## src/hdl/imc_pkg.sv

```systemverilog
// Shared types, codes and helpers for the input event motion coalescer.
`default_nettype none
package imc_pkg;

    localparam int unsigned TOUCH_GAIN = 700;
    localparam int unsigned MUL_STEPS  = 16;
    localparam int unsigned DIV_STEPS  = 33;

    localparam logic [4:0] FUNC_SYNC = 5'd0;
    localparam logic [4:0] FUNC_KEY  = 5'd1;
    localparam logic [4:0] FUNC_REL  = 5'd2;
    localparam logic [4:0] FUNC_ABS  = 5'd3;

    localparam logic [1:0] KIND_MOTION = 2'd0;
    localparam logic [1:0] KIND_BUTTON = 2'd1;
    localparam logic [1:0] KIND_KEY    = 2'd2;

    localparam logic [1:0] PEND_NONE = 2'd0;
    localparam logic [1:0] PEND_ABS  = 2'd1;
    localparam logic [1:0] PEND_REL  = 2'd2;

    localparam logic [2:0] REG_MIN_X  = 3'd0;
    localparam logic [2:0] REG_MAX_X  = 3'd1;
    localparam logic [2:0] REG_MIN_Y  = 3'd2;
    localparam logic [2:0] REG_MAX_Y  = 3'd3;
    localparam logic [2:0] REG_WIDTH  = 3'd4;
    localparam logic [2:0] REG_HEIGHT = 3'd5;
    localparam logic [2:0] REG_ORIGIN = 3'd6;
    localparam logic [2:0] REG_TPAD   = 3'd7;

    localparam logic [9:0] CODE_TOOL_LO = 10'h140;
    localparam logic [9:0] CODE_TOOL_HI = 10'h147;
    localparam logic [9:0] CODE_TOUCH   = 10'h14A;
    localparam logic [9:0] CODE_BTN_LO  = 10'h110;
    localparam logic [9:0] CODE_BTN_HI  = 10'h117;
    localparam logic [9:0] CODE_LEFT    = 10'h110;

    localparam logic signed [15:0] VAL_REPEAT = 16'sd2;

    localparam logic signed [34:0] SAT_MAX = 35'sh0_7FFF_FFFF;
    localparam logic signed [34:0] SAT_MIN = 35'sh7_8000_0000;

    typedef enum logic [2:0] {
        ST_IDLE,
        ST_PROC,
        ST_CALC,
        ST_FLUSH,
        ST_KEY
    } state_t;

    typedef enum logic [1:0] {
        M_IDLE,
        M_MUL,
        M_DIV,
        M_DONE
    } mstate_t;

    typedef struct packed {
        logic               start;
        logic signed [17:0] a;
        logic [15:0]        b;
        logic signed [16:0] den;
    } md_req_t;

    typedef struct packed {
        logic               done;
        logic signed [33:0] q;
    } md_rsp_t;

    function automatic logic signed [31:0] sat32(input logic signed [34:0] v);
        if (v > SAT_MAX) begin
            return SAT_MAX[31:0];
        end else if (v < SAT_MIN) begin
            return SAT_MIN[31:0];
        end else begin
            return v[31:0];
        end
    endfunction

endpackage
`default_nettype wire

```

## src/hdl/imc_muldiv.sv

```systemverilog
// Serial multiply then divide: trunc(a*b/den), zero when den is zero.
`default_nettype none
module imc_muldiv
    import imc_pkg::*;
(
    input  wire logic    aclk,
    input  wire logic    aresetn,
    input  wire md_req_t req,
    output md_rsp_t      rsp
);

    mstate_t      state_reg, state_next;
    logic [5:0]   cnt_reg, cnt_next;
    logic         neg_reg, neg_next;
    logic         zero_reg, zero_next;
    logic [32:0]  mcand_reg, mcand_next;
    logic [15:0]  mult_reg, mult_next;
    logic [32:0]  num_reg, num_next;
    logic [16:0]  dmag_reg, dmag_next;
    logic [16:0]  rem_reg, rem_next;
    logic [17:0]  trial;
    logic [17:0]  amag;

    always_ff @(posedge aclk) begin
        if (!aresetn) begin
            state_reg <= M_IDLE;
            cnt_reg   <= '0;
        end else begin
            state_reg <= state_next;
            cnt_reg   <= cnt_next;
        end
        neg_reg   <= neg_next;
        zero_reg  <= zero_next;
        mcand_reg <= mcand_next;
        mult_reg  <= mult_next;
        num_reg   <= num_next;
        dmag_reg  <= dmag_next;
        rem_reg   <= rem_next;
    end

    always_comb begin
        state_next = state_reg;
        unique case (state_reg)
            M_IDLE: if (req.start) state_next = M_MUL;
            M_MUL:  if (cnt_reg == 6'(MUL_STEPS - 1)) state_next = M_DIV;
            M_DIV:  if (cnt_reg == 6'(DIV_STEPS - 1)) state_next = M_DONE;
            M_DONE: state_next = M_IDLE;
            default: state_next = M_IDLE;
        endcase
    end

    assign amag  = req.a[17] ? 18'(-req.a) : 18'(req.a);
    assign trial = {rem_reg, num_reg[32]} - {1'b0, dmag_reg};

    always_comb begin
        cnt_next   = cnt_reg;
        neg_next   = neg_reg;
        zero_next  = zero_reg;
        mcand_next = mcand_reg;
        mult_next  = mult_reg;
        num_next   = num_reg;
        dmag_next  = dmag_reg;
        rem_next   = rem_reg;
        rsp.done   = 1'b0;
        rsp.q      = '0;
        unique case (state_reg)
            M_IDLE: begin
                if (req.start) begin
                    cnt_next   = '0;
                    neg_next   = req.a[17] ^ req.den[16];
                    zero_next  = (req.den == '0);
                    mcand_next = 33'(amag);
                    mult_next  = req.b;
                    num_next   = '0;
                    dmag_next  = req.den[16] ? 17'(-req.den) : 17'(req.den);
                end
            end
            M_MUL: begin
                if (mult_reg[0]) num_next = num_reg + mcand_reg;
                mcand_next = {mcand_reg[31:0], 1'b0};
                mult_next  = {1'b0, mult_reg[15:1]};
                rem_next   = '0;
                cnt_next   = (cnt_reg == 6'(MUL_STEPS - 1)) ? '0 : cnt_reg + 6'd1;
            end
            M_DIV: begin
                if (!trial[17]) begin
                    rem_next = trial[16:0];
                    num_next = {num_reg[31:0], 1'b1};
                end else begin
                    rem_next = {rem_reg[15:0], num_reg[32]};
                    num_next = {num_reg[31:0], 1'b0};
                end
                cnt_next = cnt_reg + 6'd1;
            end
            M_DONE: begin
                rsp.done = 1'b1;
                if (zero_reg) begin
                    rsp.q = '0;
                end else if (neg_reg) begin
                    rsp.q = -$signed({1'b0, num_reg});
                end else begin
                    rsp.q = $signed({1'b0, num_reg});
                end
            end
            default: ;
        endcase
    end

endmodule
`default_nettype wire

```

## src/hdl/input_event_motion_coalescer_top.sv

```systemverilog
// Top level of the input event motion coalescer.
// Flow: an accepted event is processed; a key result may follow a flush of pending motion,
// and absolute motion first runs the serial multiply and then the serial divide.
// Handshake: one transaction at a time, s_ready is high only in idle; the serial
// multiply and divide and output stalls hold the flow until they are done.
// Reset: synchronous active-low; registers take their defaults, nothing pending.
`default_nettype none
module input_event_motion_coalescer_top
    import imc_pkg::*;
(
    input  wire logic               aclk,
    input  wire logic               aresetn,
    input  wire logic               cfg_we,
    input  wire logic [2:0]         cfg_addr,
    input  wire logic [31:0]        cfg_wdata,
    input  wire logic               s_valid,
    output logic                    s_ready,
    input  wire logic [4:0]         s_func,
    input  wire logic [9:0]         s_event_code,
    input  wire logic signed [15:0] s_event_value,
    input  wire logic [31:0]        s_time_ms,
    input  wire logic signed [15:0] s_pointer_x,
    input  wire logic signed [15:0] s_pointer_y,
    input  wire logic               s_batch_end,
    output logic                    m_valid,
    input  wire logic               m_ready,
    output logic [1:0]              m_kind,
    output logic signed [31:0]      m_pos_x,
    output logic signed [31:0]      m_pos_y,
    output logic [9:0]              m_key_code,
    output logic                    m_key_state,
    output logic [31:0]             m_stamp_ms,
    output logic                    m_last
);

    logic signed [15:0] min_x_reg, max_x_reg, min_y_reg, max_y_reg;
    logic [13:0]        width_reg, height_reg;
    logic [31:0]        origin_reg;
    logic               tpad_reg;

    state_t state_reg, state_next;

    logic [4:0]         func_reg;
    logic [9:0]         code_reg;
    logic signed [15:0] val_reg;
    logic [31:0]        time_reg;
    logic signed [15:0] px_reg, py_reg;
    logic               bend_reg;

    logic signed [31:0] abs_x_reg, abs_x_next, abs_y_reg, abs_y_next;
    logic signed [31:0] dx_reg, dx_next, dy_reg, dy_next;
    logic [1:0]         pend_reg, pend_next;
    logic signed [16:0] prev_x_reg, prev_x_next, prev_y_reg, prev_y_next;
    logic               skip_x_reg, skip_x_next, skip_y_reg, skip_y_next;

    logic               m_valid_reg, m_valid_next;
    logic [1:0]         kind_reg, kind_next;
    logic signed [31:0] posx_reg, posx_next, posy_reg, posy_next;
    logic [9:0]         kcode_reg, kcode_next;
    logic               kstate_reg, kstate_next;
    logic [31:0]        stamp_reg, stamp_next;
    logic               last_reg, last_next;

    md_req_t req;
    md_rsp_t rsp;

    logic               accept, out_free, load;
    logic               is_axis, motion, is_rel, is_abs, is_key, is_tool, key_emit;
    logic               ysel;
    logic signed [15:0] mn, mx;
    logic signed [16:0] raw, den, prev_sel;
    logic signed [17:0] diff;
    logic               skip_sel;
    logic signed [15:0] org;

    imc_muldiv u_muldiv (
        .aclk    (aclk),
        .aresetn (aresetn),
        .req     (req),
        .rsp     (rsp)
    );

    always_ff @(posedge aclk) begin
        if (!aresetn) begin
            min_x_reg  <= 16'sd0;
            max_x_reg  <= 16'sd4095;
            min_y_reg  <= 16'sd0;
            max_y_reg  <= 16'sd4095;
            width_reg  <= 14'd1024;
            height_reg <= 14'd768;
            origin_reg <= '0;
            tpad_reg   <= 1'b0;
        end else if (cfg_we) begin
            unique case (cfg_addr)
                REG_MIN_X:  min_x_reg  <= cfg_wdata[15:0];
                REG_MAX_X:  max_x_reg  <= cfg_wdata[15:0];
                REG_MIN_Y:  min_y_reg  <= cfg_wdata[15:0];
                REG_MAX_Y:  max_y_reg  <= cfg_wdata[15:0];
                REG_WIDTH:  width_reg  <= cfg_wdata[13:0];
                REG_HEIGHT: height_reg <= cfg_wdata[13:0];
                REG_ORIGIN: origin_reg <= cfg_wdata;
                REG_TPAD:   tpad_reg   <= cfg_wdata[0];
                default: ;
            endcase
        end
    end

    always_ff @(posedge aclk) begin
        if (!aresetn) begin
            state_reg   <= ST_IDLE;
            m_valid_reg <= 1'b0;
            abs_x_reg   <= '0;
            abs_y_reg   <= '0;
            dx_reg      <= '0;
            dy_reg      <= '0;
            pend_reg    <= PEND_NONE;
            prev_x_reg  <= '0;
            prev_y_reg  <= '0;
            skip_x_reg  <= 1'b0;
            skip_y_reg  <= 1'b0;
        end else begin
            state_reg   <= state_next;
            m_valid_reg <= m_valid_next;
            abs_x_reg   <= abs_x_next;
            abs_y_reg   <= abs_y_next;
            dx_reg      <= dx_next;
            dy_reg      <= dy_next;
            pend_reg    <= pend_next;
            prev_x_reg  <= prev_x_next;
            prev_y_reg  <= prev_y_next;
            skip_x_reg  <= skip_x_next;
            skip_y_reg  <= skip_y_next;
        end
        if (accept) begin
            func_reg <= s_func;
            code_reg <= s_event_code;
            val_reg  <= s_event_value;
            time_reg <= s_time_ms;
            px_reg   <= s_pointer_x;
            py_reg   <= s_pointer_y;
            bend_reg <= s_batch_end;
        end
        kind_reg   <= kind_next;
        posx_reg   <= posx_next;
        posy_reg   <= posy_next;
        kcode_reg  <= kcode_next;
        kstate_reg <= kstate_next;
        stamp_reg  <= stamp_next;
        last_reg   <= last_next;
    end

    assign s_ready  = (state_reg == ST_IDLE);
    assign accept   = s_valid && s_ready;
    assign out_free = !m_valid_reg || m_ready;

    assign is_axis  = (code_reg <= 10'd1);
    assign is_rel   = (func_reg == FUNC_REL) && is_axis;
    assign is_abs   = (func_reg == FUNC_ABS) && is_axis;
    assign motion   = is_rel || is_abs;
    assign is_key   = (func_reg == FUNC_KEY) && (val_reg != VAL_REPEAT);
    assign is_tool  = (code_reg >= CODE_TOOL_LO) && (code_reg <= CODE_TOOL_HI);
    assign key_emit = is_key && !is_tool;

    assign ysel     = code_reg[0];
    assign mn       = ysel ? min_y_reg : min_x_reg;
    assign mx       = ysel ? max_y_reg : max_x_reg;
    assign raw      = 17'(val_reg) - 17'(mn);
    assign den      = 17'(mx) - 17'(mn);
    assign prev_sel = ysel ? prev_y_reg : prev_x_reg;
    assign diff     = 18'(raw) - 18'(prev_sel);
    assign skip_sel = ysel ? skip_y_reg : skip_x_reg;
    assign org      = ysel ? origin_reg[31:16] : origin_reg[15:0];

    always_comb begin
        state_next = state_reg;
        unique case (state_reg)
            ST_IDLE: if (accept) state_next = ST_PROC;
            ST_PROC: begin
                if (is_abs && !(tpad_reg && skip_sel)) begin
                    state_next = ST_CALC;
                end else if (motion) begin
                    state_next = bend_reg ? ST_FLUSH : ST_IDLE;
                end else if (pend_reg != PEND_NONE) begin
                    state_next = ST_FLUSH;
                end else if (key_emit) begin
                    state_next = ST_KEY;
                end else begin
                    state_next = ST_IDLE;
                end
            end
            ST_CALC: if (rsp.done) state_next = bend_reg ? ST_FLUSH : ST_IDLE;
            ST_FLUSH: begin
                if (out_free) state_next = (!motion && key_emit) ? ST_KEY : ST_IDLE;
            end
            ST_KEY: if (out_free) state_next = ST_IDLE;
            default: state_next = ST_IDLE;
        endcase
    end

    always_comb begin
        abs_x_next  = abs_x_reg;
        abs_y_next  = abs_y_reg;
        dx_next     = dx_reg;
        dy_next     = dy_reg;
        pend_next   = pend_reg;
        prev_x_next = prev_x_reg;
        prev_y_next = prev_y_reg;
        skip_x_next = skip_x_reg;
        skip_y_next = skip_y_reg;
        load        = 1'b0;
        kind_next   = kind_reg;
        posx_next   = posx_reg;
        posy_next   = posy_reg;
        kcode_next  = kcode_reg;
        kstate_next = kstate_reg;
        stamp_next  = stamp_reg;
        last_next   = last_reg;
        req.start   = 1'b0;
        req.a       = tpad_reg ? diff : 18'(raw);
        req.b       = tpad_reg ? 16'(TOUCH_GAIN) : {2'b00, (ysel ? height_reg : width_reg)};
        req.den     = den;
        unique case (state_reg)
            ST_IDLE: ;
            ST_PROC: begin
                if (is_rel) begin
                    if (ysel) dy_next = sat32(35'(dy_reg) + 35'(val_reg));
                    else      dx_next = sat32(35'(dx_reg) + 35'(val_reg));
                    pend_next = PEND_REL;
                end else if (is_abs) begin
                    if (tpad_reg && skip_sel) begin
                        if (ysel) begin
                            skip_y_next = 1'b0;
                            prev_y_next = raw;
                        end else begin
                            skip_x_next = 1'b0;
                            prev_x_next = raw;
                        end
                        pend_next = PEND_REL;
                    end else begin
                        req.start = 1'b1;
                    end
                end else if (is_key && is_tool && tpad_reg) begin
                    skip_x_next = 1'b1;
                    skip_y_next = 1'b1;
                end
            end
            ST_CALC: begin
                if (rsp.done) begin
                    if (tpad_reg) begin
                        if (ysel) begin
                            dy_next     = sat32(35'(rsp.q));
                            prev_y_next = raw;
                        end else begin
                            dx_next     = sat32(35'(rsp.q));
                            prev_x_next = raw;
                        end
                        pend_next = PEND_REL;
                    end else begin
                        if (ysel) abs_y_next = sat32(35'(rsp.q) + 35'(org));
                        else      abs_x_next = sat32(35'(rsp.q) + 35'(org));
                        pend_next = PEND_ABS;
                    end
                end
            end
            ST_FLUSH: begin
                if (out_free) begin
                    load        = 1'b1;
                    kind_next   = KIND_MOTION;
                    kcode_next  = '0;
                    kstate_next = 1'b0;
                    stamp_next  = time_reg;
                    last_next   = motion || !key_emit;
                    if (pend_reg == PEND_REL) begin
                        posx_next = sat32(35'(px_reg) + 35'(dx_reg));
                        posy_next = sat32(35'(py_reg) + 35'(dy_reg));
                    end else begin
                        posx_next = abs_x_reg;
                        posy_next = abs_y_reg;
                    end
                    abs_x_next = '0;
                    abs_y_next = '0;
                    dx_next    = '0;
                    dy_next    = '0;
                    pend_next  = PEND_NONE;
                end
            end
            ST_KEY: begin
                if (out_free) begin
                    load        = 1'b1;
                    posx_next   = '0;
                    posy_next   = '0;
                    kstate_next = (val_reg != 16'sd0);
                    stamp_next  = time_reg;
                    last_next   = 1'b1;
                    if (code_reg == CODE_TOUCH) begin
                        kind_next  = KIND_BUTTON;
                        kcode_next = CODE_LEFT;
                    end else if (code_reg >= CODE_BTN_LO && code_reg <= CODE_BTN_HI) begin
                        kind_next  = KIND_BUTTON;
                        kcode_next = code_reg;
                    end else begin
                        kind_next  = KIND_KEY;
                        kcode_next = code_reg;
                    end
                end
            end
            default: ;
        endcase
        m_valid_next = load ? 1'b1 : (m_ready ? 1'b0 : m_valid_reg);
    end

    assign m_valid     = m_valid_reg;
    assign m_kind      = kind_reg;
    assign m_pos_x     = posx_reg;
    assign m_pos_y     = posy_reg;
    assign m_key_code  = kcode_reg;
    assign m_key_state = kstate_reg;
    assign m_stamp_ms  = stamp_reg;
    assign m_last      = last_reg;

endmodule
`default_nettype wire

```

## config.mk

```make
export PLATFORM = sky130hd
export DESIGN_NAME = input_event_motion_coalescer_top
export DESIGN_NICKNAME = d
export VERILOG_FILES = /design/src/hdl/imc_pkg.sv /design/src/hdl/imc_muldiv.sv /design/src/hdl/input_event_motion_coalescer_top.sv
export SDC_FILE = /design/constraint.sdc
export NUM_CORES = 2
export LEC_CHECK = 0
export BUFFER_PORTS_ARGS = -buffer_cell sky130_fd_sc_hd__buf_4
export CAP_MARGIN = 30
export CORE_MARGIN = 5
export CORE_UTILIZATION = 40
export DETAILED_ROUTE_END_ITERATION = 10
export PLACE_DENSITY_LB_ADDON = 0.05
export SLEW_MARGIN = 20
export SYNTH_ARGS = -nofsm -noshare
export SYNTH_HDL_FRONTEND = slang
export SYNTH_SLANG_ARGS = --single-unit
```

## constraint.sdc

```tcl
create_clock -name aclk -period 5.65 [get_ports aclk]
set_input_delay 1.4125 -clock aclk [delete_from_list [all_inputs] [get_ports aclk]]
set_output_delay 1.4125 -clock aclk [all_outputs]
set_load 0.05 [all_outputs]
```

==> flow_metrics.py <==
metrics = {
    "status": {
        "status": "finished, final reports clean",
    },
    "pwr": {
        "p_sw_share_pct": 32.0,
        "p_seq_share_pct": 37.2,
        "power.share.clock_pct": 37.1,
        "vdd.ir_drop.worst_mv": 0.277,
        "p_int_mw": 9.79,
        "p_sw_mw": 4.60,
        "power_density_nw_per_um2": 311,
        "p_leak_nw": 18.3,
        "combPwrFrac_pct": 25.6,
    },
    "synthesis": {
        "synth_nets": 4819,
        "synth_edf_count": 322,
        "ys_types": 102,
        "avgSynthCellArea_um2": 9.07,
        "syn_area_um2": 39900,
        "synthTopCellsByArea": "edfxtp_1 24%, dfxtp_1 15%, ha_1 8.5%",
        "synth_top_area_share_pct": 24.2,
        "synthFlopType": "edfxtp_1",
        "synth_cells": 4402,
        "ys_seq_elements": 625,
        "synth_seq_area_share_pct": 39.4,
        "yosysTopAreaCell": "edfxtp_1",
        "async_reset_ff_share_pct": 0,
        "ys_warn_count": 0,
    },
    "cts": {
        "clock-sinks": 625,
        "cts.clk_slew.worst_paths_ns": 0.06,
        "ctsHoldBuffers": 0,
        "cts_made_buffers": 77,
        "cts_buffer_depth": 3,
        "cts_setup_buffers": 0,
        "clock_latency_ns": 0.67,
        "cts_root_buf": "clkbuf_16",
        "cts-resized-gates": 0,
        "cts_tree": "built",
        "cts_max_level": 3,
    },
    "sta": {
        "hold_viol_final": 0,
        "slew_headroom_pct": 25.5,
        "fin_crit_ns": 5.26,
        "worstMarginPinSlew_ns": 1.12,
        "period_share_pct": 93.2,
        "final-setup-viol-count": 0,
        "drv_slew": 0,
        "fin_setup_tns_ns": 0,
        "skew_ns": 0.0344,
        "fmax_mhz": 190,
        "rsz0062_at_grt": "no",
    },
    "global_routing": {
        "antenna_found_initial": 3,
        "grt_pass1_vias": 32100,
        "grt_max_degree": 220,
        "track_usage_pct": 24.3,
        "grt_overflow": 0,
        "grt_pass1_wl_um": 202000,
    },
    "place": {
        "place_area_um2": 43500,
        "dp.cells": 5828,
        "gp_congestion": 0.909,
        "numPortBuffers": 247,
        "hpwl_um": 102000,
    },
    "routing": {
        "drt-total-wl_um": 134000,
        "antenna_left": 0,
        "via_per_inst": 5.66,
        "drc": 0,
        "wl_per_cell_um": 22.5,
        "first_pass_iters": 5,
        "drt_iter0_markers": 2423,
        "vias": 33800,
    },
    "worst_setup_path": {
        "r2r_cells": 19,
        "path_class": "register to register",
        "cp-end-kind": "register",
        "crit_required_ns": 6.22,
        "reg2reg_slack_ns": 0.39,
        "cp-start-kind": "register",
        "cp_max_fo": 30,
        "cp.arrival_ns": 5.83,
    },
    "floorplan": {
        "fp.dieH_um": 326,
        "die_w_um": 326,
        "core_area_um2": 98700,
        "io_pins": 248,
        "dieArea_um2": 106000,
        "initial_core_util_pct": 40.4,
        "rows": 115,
    },
    "final_layout": {
        "stdcell_count": 5973,
        "fin_area_um2": 46300,
        "fin_nets": 5037,
        "layout-drive-gt1-share_pct": 12.7,
        "final_core_util_pct": 46.9,
        "area_delta_synth_final_pct": 16.0,
    },
    "hold_path": {
        "hold_path_class": "register to register",
        "hold_depth": 0,
    },
    "run": {
        "maxCapViolations": 0,
    },
}
==> power by group through the flow <==
stage	Clock, mW	Sequential, mW	Combinational [mW]
finish	5.34	5.36	3.69
global route	5.66	5.38	4.11
CTS	5.48	5.36	3.69
detailed placement	0	5.45	3.67
global placement	0	5.45	3.67
floorplan	0	5.33	2.73
==> path summary, 6_finish.rpt <==
check	endpoint	startpoint
setup / recovery	abs_x_reg[20]	u_muldiv.num_reg[5]
hold / removal	m_stamp_ms[25]	time_reg[25]
setup reg to reg	abs_x_reg[20]	u_muldiv.num_reg[5]
hold reg to reg	m_stamp_ms[25]	time_reg[25]
==> layout make-up <==
cell class | count | area (um^2)
clock inverter | 38 | 582
timing repair buffer | 336 | 2610
fill | 9652 | 52400
clock buffer | 106 | 2200
antenna | 1 | 2.50
sequential | 625 | 15700
multi-input combinational | 3459 | 23100
tap | 1287 | 1610
inverter | 121 | 454
==> per-stage QoR <==
stage          power (mW)  setup slack [ns]  hold WS [ns]
6_report             14.4             0.387         0.417
5_1_grt              15.1            0.0125         0.421
4_1_cts              14.5             0.307         0.418
3_5_place_dp         9.12             0.337         0.405
3_3_place_gp         9.12             0.426         0.400
2_1_floorplan        8.06            0.0263         0.400
==> cell usage in the layout, fill, tap and decap left out, types with 28 or more instances in the layout <==
cell type	n
nand2_1	613
o21bai_1	32
o21a_1	34
or3_1	40
nand3_1	94
a211oi_1	28
a21boi_0	138
mux2_2	45
o21ai_0	329
mux2i_1	74
and2_1	50
clkbuf_16	80
inv_1	120
maj3_1	40
nand2b_1	45
o211ai_1	30
buf_4	327
nor2b_1	74
edfxtp_1	322
xnor2_1	127
dfxtp_1	303
xor2_1	111
a31oi_1	100
a21o_1	125
a21oi_1	322
nor3_1	63
and3_1	45
nand4_1	28
nor2_1	215
ha_1	270
==> critical path: stages, from the launching register on <==
cell      delay, ns
edfxtp_1       0.46
or4_1          0.62
nor4_1         0.21
buf_4          0.17
nand3_1        0.16
o31ai_1        0.32
xor2_1         0.17
nor2_1         0.08
ha_1           0.43
a21oi_1        0.29
o21bai_1       0.13
a211oi_1       0.27
o31ai_1        0.13
a221oi_1       0.37
a21boi_0       0.23
nor3b_1        0.26
nor4b_2        0.28
o21ai_1        0.11
buf_4          0.24
o21ai_0        0.23
==> cells by family (layout without fill, tap and decap cells) <==
logic type                 Yosys count  in the layout  synth area share (%)
and+or+nand+nor                   1362           1362                  15.9
other                                0              1                     0
buffers and inverters              318            601                  3.09
xor gates and xnor gates           240            240                  5.27
AOI/OAI and AO/OA                 1402           1402                  22.7
muxes                              119            119                  3.13
adders and majority gates          336            336                  10.4
DFF                                625            625                  39.4
==> layer usage <==
metal | up-vias | track usage, % | part of all wire (%)
met5 | - | 0 | 0
met4 | 0 | 6.50 | 2.8
met3 | 159 | 3.17 | 4.3
met2 | 758 | 41.8 | 48
met1 | 16200 | 32.4 | 45
li1 | 16600 | - | -
==> Yosys cell counts, drive strengths merged, types with 17 or more instances <==
| library cell | count |
|---|---|
| nand2 | 614 |
| o21ai | 351 |
| a21oi | 327 |
| edfxtp | 322 |
| dfxtp | 303 |
| ha | 271 |
| nor2 | 219 |
| clkbuf | 162 |
| a21boi | 141 |
| xnor2 | 127 |
| a21o | 126 |
| inv | 120 |
| xor2 | 113 |
| a31oi | 103 |
| nand3 | 95 |
| nor2b | 76 |
| mux2i | 74 |
| nor3 | 63 |
| maj3 | 55 |
| and2 | 51 |
| nand2b | 46 |
| and3 | 45 |
| mux2 | 45 |
| or3 | 41 |
| buf | 35 |
| o21a | 35 |
| o21bai | 33 |
| a211oi | 32 |
| o211ai | 32 |
| o31ai | 29 |
| nand4 | 28 |
| a22oi | 26 |
| a211o | 18 |
| nor3b | 17 |
| nor4 | 17 |
(Power assumes the default switching activity.)
